`src/hdl/dhoat_pkg.sv`:
```
// Shared types and constants of the double-hash open-address table.
// Used by every module of the block; depends on nothing else.
`default_nettype none

package dhoat_pkg;

  localparam int unsigned REQ_W  = 2;
  localparam int unsigned HASH_W = 31;
  localparam int unsigned CNT_W  = 11;
  localparam int unsigned STAT_W = 2;

  localparam int unsigned OUT_STATUS_LSB = 0;
  localparam int unsigned OUT_FOUND_BIT  = STAT_W;
  localparam int unsigned OUT_TOTAL_LSB  = STAT_W + 1;
  localparam int unsigned OUT_W          = ((STAT_W + 1 + CNT_W + 7) / 8) * 8;

  localparam logic [CNT_W-1:0] NUM_SLOTS_RST = 11'd1024;

  localparam int unsigned MOD_W         = 32;
  localparam int unsigned MOD_STEP_BITS = 4;
  localparam int unsigned MOD_STEPS     = MOD_W / MOD_STEP_BITS;
  localparam int unsigned MOD_CNT_W     = $clog2(MOD_STEPS);

  typedef enum logic [REQ_W-1:0] {
    REQ_INSERT = 2'd0,
    REQ_REMOVE = 2'd1,
    REQ_LOOKUP = 2'd2
  } req_e;

  typedef enum logic [1:0] {
    MARK_EMPTY = 2'd0,
    MARK_USED  = 2'd1,
    MARK_GONE  = 2'd2
  } mark_e;

  typedef enum logic [STAT_W-1:0] {
    STATUS_OK   = 2'd0,
    STATUS_DUP  = 2'd1,
    STATUS_FAIL = 2'd2
  } status_e;

  typedef struct packed {
    logic             done;
    logic [CNT_W-1:0] rem;
  } mod_res_t;

endpackage

`default_nettype wire

```
`src/hdl/dhoat_mod_unit.sv`:
```
// Iterative remainder unit: reduces a hash modulo the active slot count,
// four dividend bits per cycle. Depends on dhoat_pkg.
`default_nettype none

module dhoat_mod_unit import dhoat_pkg::*; (
  input  wire logic              clk_i,
  input  wire logic              rst_ni,
  input  wire logic              start_i,
  input  wire logic [HASH_W-1:0] dividend_i,
  input  wire logic [CNT_W-1:0]  divisor_i,
  output mod_res_t               res_o
);

  logic                 busy_q, busy_d;
  logic                 done_q, done_d;
  logic [MOD_CNT_W-1:0] cnt_q, cnt_d;
  logic [MOD_W-1:0]     shift_q, shift_d;
  logic [CNT_W-1:0]     rem_q, rem_d;
  logic [CNT_W-1:0]     div_q, div_d;
  logic [CNT_W-1:0]     step_rem;

  always_comb begin
    logic [CNT_W:0]   trial;
    logic [CNT_W-1:0] r;
    r = rem_q;
    for (int j = 0; j < int'(MOD_STEP_BITS); j++) begin
      trial = {r, shift_q[MOD_W-1-j]};
      if (trial >= {1'b0, div_q}) begin
        trial = trial - {1'b0, div_q};
      end
      r = trial[CNT_W-1:0];
    end
    step_rem = r;
  end

  always_comb begin
    busy_d  = busy_q;
    done_d  = 1'b0;
    cnt_d   = cnt_q;
    shift_d = shift_q;
    rem_d   = rem_q;
    div_d   = div_q;
    if (start_i) begin
      busy_d  = 1'b1;
      cnt_d   = '0;
      shift_d = MOD_W'(dividend_i);
      rem_d   = '0;
      div_d   = divisor_i;
    end else if (busy_q) begin
      rem_d   = step_rem;
      shift_d = shift_q << MOD_STEP_BITS;
      cnt_d   = cnt_q + 1'b1;
      if (cnt_q == MOD_CNT_W'(MOD_STEPS - 1)) begin
        busy_d = 1'b0;
        done_d = 1'b1;
      end
    end
  end

  always_ff @(posedge clk_i or negedge rst_ni) begin
    if (!rst_ni) begin
      busy_q <= 1'b0;
      done_q <= 1'b0;
      cnt_q  <= '0;
    end else begin
      busy_q <= busy_d;
      done_q <= done_d;
      cnt_q  <= cnt_d;
    end
  end

  always_ff @(posedge clk_i) begin
    shift_q <= shift_d;
    rem_q   <= rem_d;
    div_q   <= div_d;
  end

  assign res_o.done = done_q;
  assign res_o.rem  = rem_q;

endmodule

`default_nettype wire

```
`config.mk`:
```
export PLATFORM = sky130hd
export DESIGN_NAME = dhoat_mod_unit
export DESIGN_NICKNAME = d
export VERILOG_FILES = /design/src/hdl/dhoat_pkg.sv /design/src/hdl/dhoat_mod_unit.sv
export SDC_FILE = /design/constraint.sdc
export NUM_CORES = 1
export LEC_CHECK = 0
export BUFFER_PORTS_ARGS = -buffer_cell sky130_fd_sc_hd__buf_2
export CORE_MARGIN = 2
export CORE_UTILIZATION = 60
export CTS_BUF_LIST = sky130_fd_sc_hd__clkbuf_2 sky130_fd_sc_hd__clkbuf_4 sky130_fd_sc_hd__clkbuf_8
export DETAILED_ROUTE_END_ITERATION = 8
export PLACE_DENSITY_LB_ADDON = 0.05
export SLEW_MARGIN = 40
export SYNTH_ARGS = -nofsm -noshare
export SYNTH_HDL_FRONTEND = slang
export SYNTH_SLANG_ARGS = --single-unit
```
`constraint.sdc`:
```
create_clock -name clk_i -period 10.5 [get_ports clk_i]
set_input_delay 1.05 -clock clk_i [delete_from_list [all_inputs] [get_ports clk_i]]
set_output_delay 1.05 -clock clk_i [all_outputs]
set_load 0.02 [all_outputs]
```
==> results of run 1 <==
==> stage by stage <==
step | setup WS, ps | hold slack [ps] | util | instances
after floorplan | 1990 | 456 | - | 460
after global placement | 845 | 481 | 0.661 | 606
after detailed placement | 637 | 481 | 0.661 | 606
after CTS | 593 | 503 | 0.683 | 622
after global routing | 40.3 | 506 | 0.683 | 622
final | 562 | 502 | 0.683 | 622
==> metal layers <==
metal | share of wire | routed length (µm)
met5 | 0 | 0
met4 | 0.013 | 144
met2 | 0.46 | 5170
met3 | 0.072 | 800
met1 | 0.45 | 5000
==> cell families (layout without fill, tap and decap cells) <==
group,after synthesis,after routing,share of synthesized area
flops,59,59,0.344
mux,63,63,0.146
simple gates,109,109,0.117
xor+xnor,28,28,0.0518
fa+ha+maj,50,50,0.139
buf+inv,44,104,0.0391
compound gates,107,107,0.163
==> how the worst min path moves through the flow <==
| stage | from | to |
|---|---|---|
| 3_3_place_gp | shift_q[27] | shift_q[31] |
| 6_report | shift_q[27] | shift_q[31] |
| 3_5_place_dp | shift_q[27] | shift_q[31] |
| 4_1_cts | shift_q[27] | shift_q[31] |
| 2_1_floorplan | shift_q[27] | shift_q[31] |
| 5_1_grt | rst_ni | done_q |
==> cell type report <==
cell class | instances | area, µm²
Inverter | 30 | 113
Clock inverter | 6 | 33.8
Timing Repair Buffer | 58 | 295
Sequential cell | 59 | 1630
Clock buffer | 10 | 131
Tap cell | 102 | 128
Fill cell | 643 | 2440
Multi-Input combinational cell | 357 | 2920
==> worst max-delay path: cells and delay by family, from the launching register on <==
kind | cells | cell delay (ps)
multiplexers | 4 | 1370
AND/OR/NAND/NOR | 9 | 2870
adder cells (fa/ha/maj) | 5 | 1850
AO/OA/AOI/OAI | 16 | 3140
flip-flops | 1 | 480
buffers and inverters | 1 | 80
==> cells in the final DEF (no fill, tap or decap), types with 3 or more instances in the layout <==
master / netlist / routed
a211oi_1: 12 / 12
o21a_1: 9 / 9
fa_1: 4 / 4
nor3_1: 4 / 4
a21o_1: 13 / 13
xnor2_1: 21 / 21
nand2b_1: 5 / 5
edfxtp_1: 42 / 42
a21oi_1: 18 / 18
mux2i_1: 19 / 19
a211oi_2: 3 / 3
dfxtp_1: 12 / 12
o211ai_1: 5 / 5
xor2_1: 7 / 7
nor2_1: 39 / 39
dfrtp_1: 5 / 5
or4_1: 4 / 4
nand2_1: 18 / 18
nand4_1: 8 / 8
buf_2: 1 / 56
o21ai_0: 17 / 17
ha_1: 46 / 46
a211o_1: 3 / 3
clkbuf_8: 0 / 9
and2_1: 6 / 6
mux2_2: 42 / 42
clkinv_2: 0 / 3
a31oi_1: 4 / 4
nor2b_1: 5 / 5
a311o_1: 3 / 3
and3_1: 4 / 4
inv_1: 30 / 29
nand3_1: 4 / 4
nand3b_1: 3 / 3
==> flip-flops by register name (all words and copies together) (netlist names) <==
signal	flops
busy_q	1
cnt_q	3
div_q	11
done_q	1
rem_q	11
shift_q	32
==> repair_timing <==
| action | CTS | global route |
|---|---|---|
| setup endpoints to repair | 0 | 6 |
| hold endpoints to repair | 0 | 0 |
| gates resized for setup | 0 | 1 |
==> results.toml, run 1 <==
[routing]
ant_nets = 0
routed_wl_um = 11100
via_per_inst = 6.00
firstDrtPassIters = 6
drcViolationCount = 0
vias = 3731
wl_per_cell_um = 17.9
drt_iter0_drc = 263

[synthesis]
synthesis.nets = 555
synth.avg_cell_area_um2 = 10.3
synth_cells = 460
ys_ff_latch = 59
synth_common_cells = "46 x ha_1, 42 x edfxtp_1, 42 x mux2_2"
netlist_top_cells_area = "edfxtp_1 27%, ha_1 12%, mux2_2 10%"
synthesis.area_um2 = 4730
yosysTopAreaCell = "edfxtp_1"
synth.top_cell.area_share = 0.266
ys.warnings.count = 0
synth-seq-area-share = 0.344
yosysMostFrequentCell = "ha_1"
synth_edf_count = 42
synth-async-reset-ratio = 0.0847
synth_cell_types = 61
synth_top_flop_cell = "edfxtp_1"

[critical_path]
worstSetupEndpointType = "register"
crit_start = "div_q[0]"
cp-endpoint = "rem_q[5]"
worst_path_largest_cell_delay_ps = 640
rr_endpoint = "rem_q[5]"
ff2ff_path_depth = 35
rrSetupSlack_ps = 560
critPathMaxFanout = 17
cp_slowest_cell = "and3b_1"
r2r-start = "div_q[0]"
crit_path_start_kind = "register"
crit_type = "reg -> reg"
cp.arrival_ps = 10130
crit_required_ps = 10690

[place]
gp_congestion = 0.928
place_area_um2 = 5080
dp_hpwl_um = 8510
port_buffers = 56

[clock_network]
clk_path_buf_depth = 2
insertion_delay_ps = 330
cts_root_buf = "clkbuf_8"
hold_buffers = 0
clkSlewWorstSetupHoldPaths_ps = 70
htree_num_levels = 3
cts_tree = "yes"
cts_setup_buffers = 0
cts_buffers = 9
cts.sinks = 59

[sta]
worstMarginPinSlew_ps = 665
setup_violations = 0
relSlewSlack = 0.557
max_freq_mhz = 101
final-hold-violation-count = 0
post-route-period-util = 0.946
final.setup.tns_ps = 0
skew_ps = 12.8
rsz0062_at_grt = "false"
drv_slew = 0
min_period_ps = 9940

[floorplanning]
std_cell_rows = 32
die-area_um2 = 8620
die_x_um = 92.8
io_pins = 57
die_h_um = 92.8
core_um2 = 7690
start_util = 0.616

[cells_and_area]
antenna-diode-count = 0
drive_above_1_share = 0.252
design_area_um2 = 5250
layout.nets = 610
area_growth_syn_to_layout_pct = 10.9

[grt]
grt_busiest_layer = "met2"
grt_use_met3 = 0.0594
track_usage = 0.264
grtUsageMet1 = 0.360
grtUsageMet2 = 0.419
grt-ovfl-total = 0
antenna_found_initial = 0
grt_pass1_wl_um = 17600
grt_max_degree = 59
first_global_vias = 3558

[hold_path]
hold_depth = 2
hp-class = "reg -> reg"

[job]
cap_violations = 0

[status]
outcome = "finished clean"
Power of run 1 is left out: the tool's default activity adds up to more than one toggle a clock period on the data nets, which glitch-free logic cannot reach.
==> inputs of run 2 (changes only) <==
CORE_ASPECT_RATIO = 0.75   (was unset)
RECOVER_POWER = 25   (was unset)
==> run 2 against run 1 <==
Via count grew 1.1%; non-clock buffer count is 1 lower; register-to-register slack got worse by 40 ps; maximum frequency is 0.43% lower; critical endpoint is now rem_q[4]; flip-flop and latch count is the same; final cell count is 0.32% higher.
==> results.toml, run 2 (same netlist as run 1, synthesis figures left out) <==
[status]
outcome = "finished clean"

[place]
place_ws_ps = 545
dp_hpwl_um = 8560
port_buffers = 56
gp_congestion = 0.932
place_area_um2 = 5080

[critical_path]
cp_slowest_cell = "a221o_1"
crit_path_start_kind = "register"
critPathMaxFanout = 17
worstSetupEndpointType = "register"
crit_required_ps = 10680
worst_path_largest_cell_delay_ps = 550
crit_type = "reg -> reg"
cpLargestDelayFamily = "compound AO/OA/AOI/OAI gates"
cp.arrival_ps = 10160
cp_num_buf_inv = 0

[clock_network]
htree_num_levels = 3
cts_tree = "yes"
cts.sinks = 59
clk_path_buf_depth = 2
post_cts_resized = 0
hold_buffers = 0
cts_setup_buffers = 0
insertion_delay_ps = 330
cts_buffers = 9
cts_root_buf = "clkbuf_8"
clkSlewWorstSetupHoldPaths_ps = 60

[routing]
ant_nets = 0
firstDrtPassIters = 5
wl_per_cell_um = 17.8
drcViolationCount = 0
vias = 3771
drt_iter0_drc = 270
routed_wl_um = 11100
via_per_inst = 6.04

[sta]
post-route-period-util = 0.951
drv_slew = 0
worstMarginPinSlew_ps = 656
final.setup.tns_ps = 0
setup_violations = 0
final-hold-violation-count = 0
max_freq_mhz = 100
final.hold.worst_slack_ps = 508
rsz0062_at_grt = "false"
relSlewSlack = 0.562
min_period_ps = 9980
layout_setup_ws_ps = 519
skew_ps = 6.59

[cells_and_area]
antenna-diode-count = 0
layout.nets = 609
drive_above_1_share = 0.250
largest-register = "shift_q"
final_cell_mix = "55 x buf_2, 46 x ha_1, 42 x mux2_2, 42 x edfxtp_1, 39 x nor2_1"
largest_register_ff_count = 32
layout_commonest_cell = "buf_2"
area_growth_syn_to_layout_pct = 11.4
fill_cells = 622
reg_top3 = "shift_q x32, div_q x11, rem_q x11"
design_area_um2 = 5270

[grt]
first_global_vias = 3529
grt-ovfl-total = 0
grt_pass1_wl_um = 17800
grt_max_degree = 59
track_usage = 0.272
antenna_found_initial = 0

[hold_path]
hp-class = "reg -> reg"

[floorplanning]
die_h_um = 80.9
die_x_um = 107
std_cell_rows = 28
io_pins = 57
start_util = 0.609
core_um2 = 7780
die-area_um2 = 8620

[job]
cap_violations = 0
==> run 2: through the flow <==
step / util / std cells
3_5_place_dp: 0.653 / 608
4_1_cts: 0.678 / 624
2_1_floorplan: - / 460
5_1_grt: 0.678 / 624
3_3_place_gp: 0.653 / 608
6_report: 0.678 / 624
==> run 2: path summary, 6_finish.rpt <==
check	from	endpoint	slack, ps	cells past startpoint
setup / recovery	div_q[0]	rem_q[4]	520	34
hold reg to reg	shift_q[27]	shift_q[31]	510	2
setup reg to reg	div_q[0]	rem_q[4]	520	34
hold / removal	shift_q[27]	shift_q[31]	510	2
min in group asynchronous	rst_ni	done_q	560	1
max in group asynchronous	rst_ni	busy_q	9710	1
==> run 2: cell type report <==
type,instances,area [µm²],area share
flip-flops and latches,59,1630,0.309
well taps,105,131,0.0249
inverters,30,113,0.0214
clock buffers,12,146,0.0278
multi-input cells,357,2920,0.554
clock inverters,4,43.8,0.00831
repair buffers,57,287,0.0544
==> run 2: worst min-delay path: cells and delay by family (launching register included) <==
kind / cells / cell delay (ps)
AND/OR/NAND/NOR: 1 / 90
multiplexers: 1 / 60
flip-flops: 1 / 320
==> run 2: per-layer routing <==
metal,vias up,routed length (µm),global-route usage
met2,137,4820,0.409
met5,-,0,0
li1,1833,-,-
met3,19,904,0.0730
met1,1782,5180,0.386
met4,0,193,0.0844
Power of run 2 is left out for the same reason.
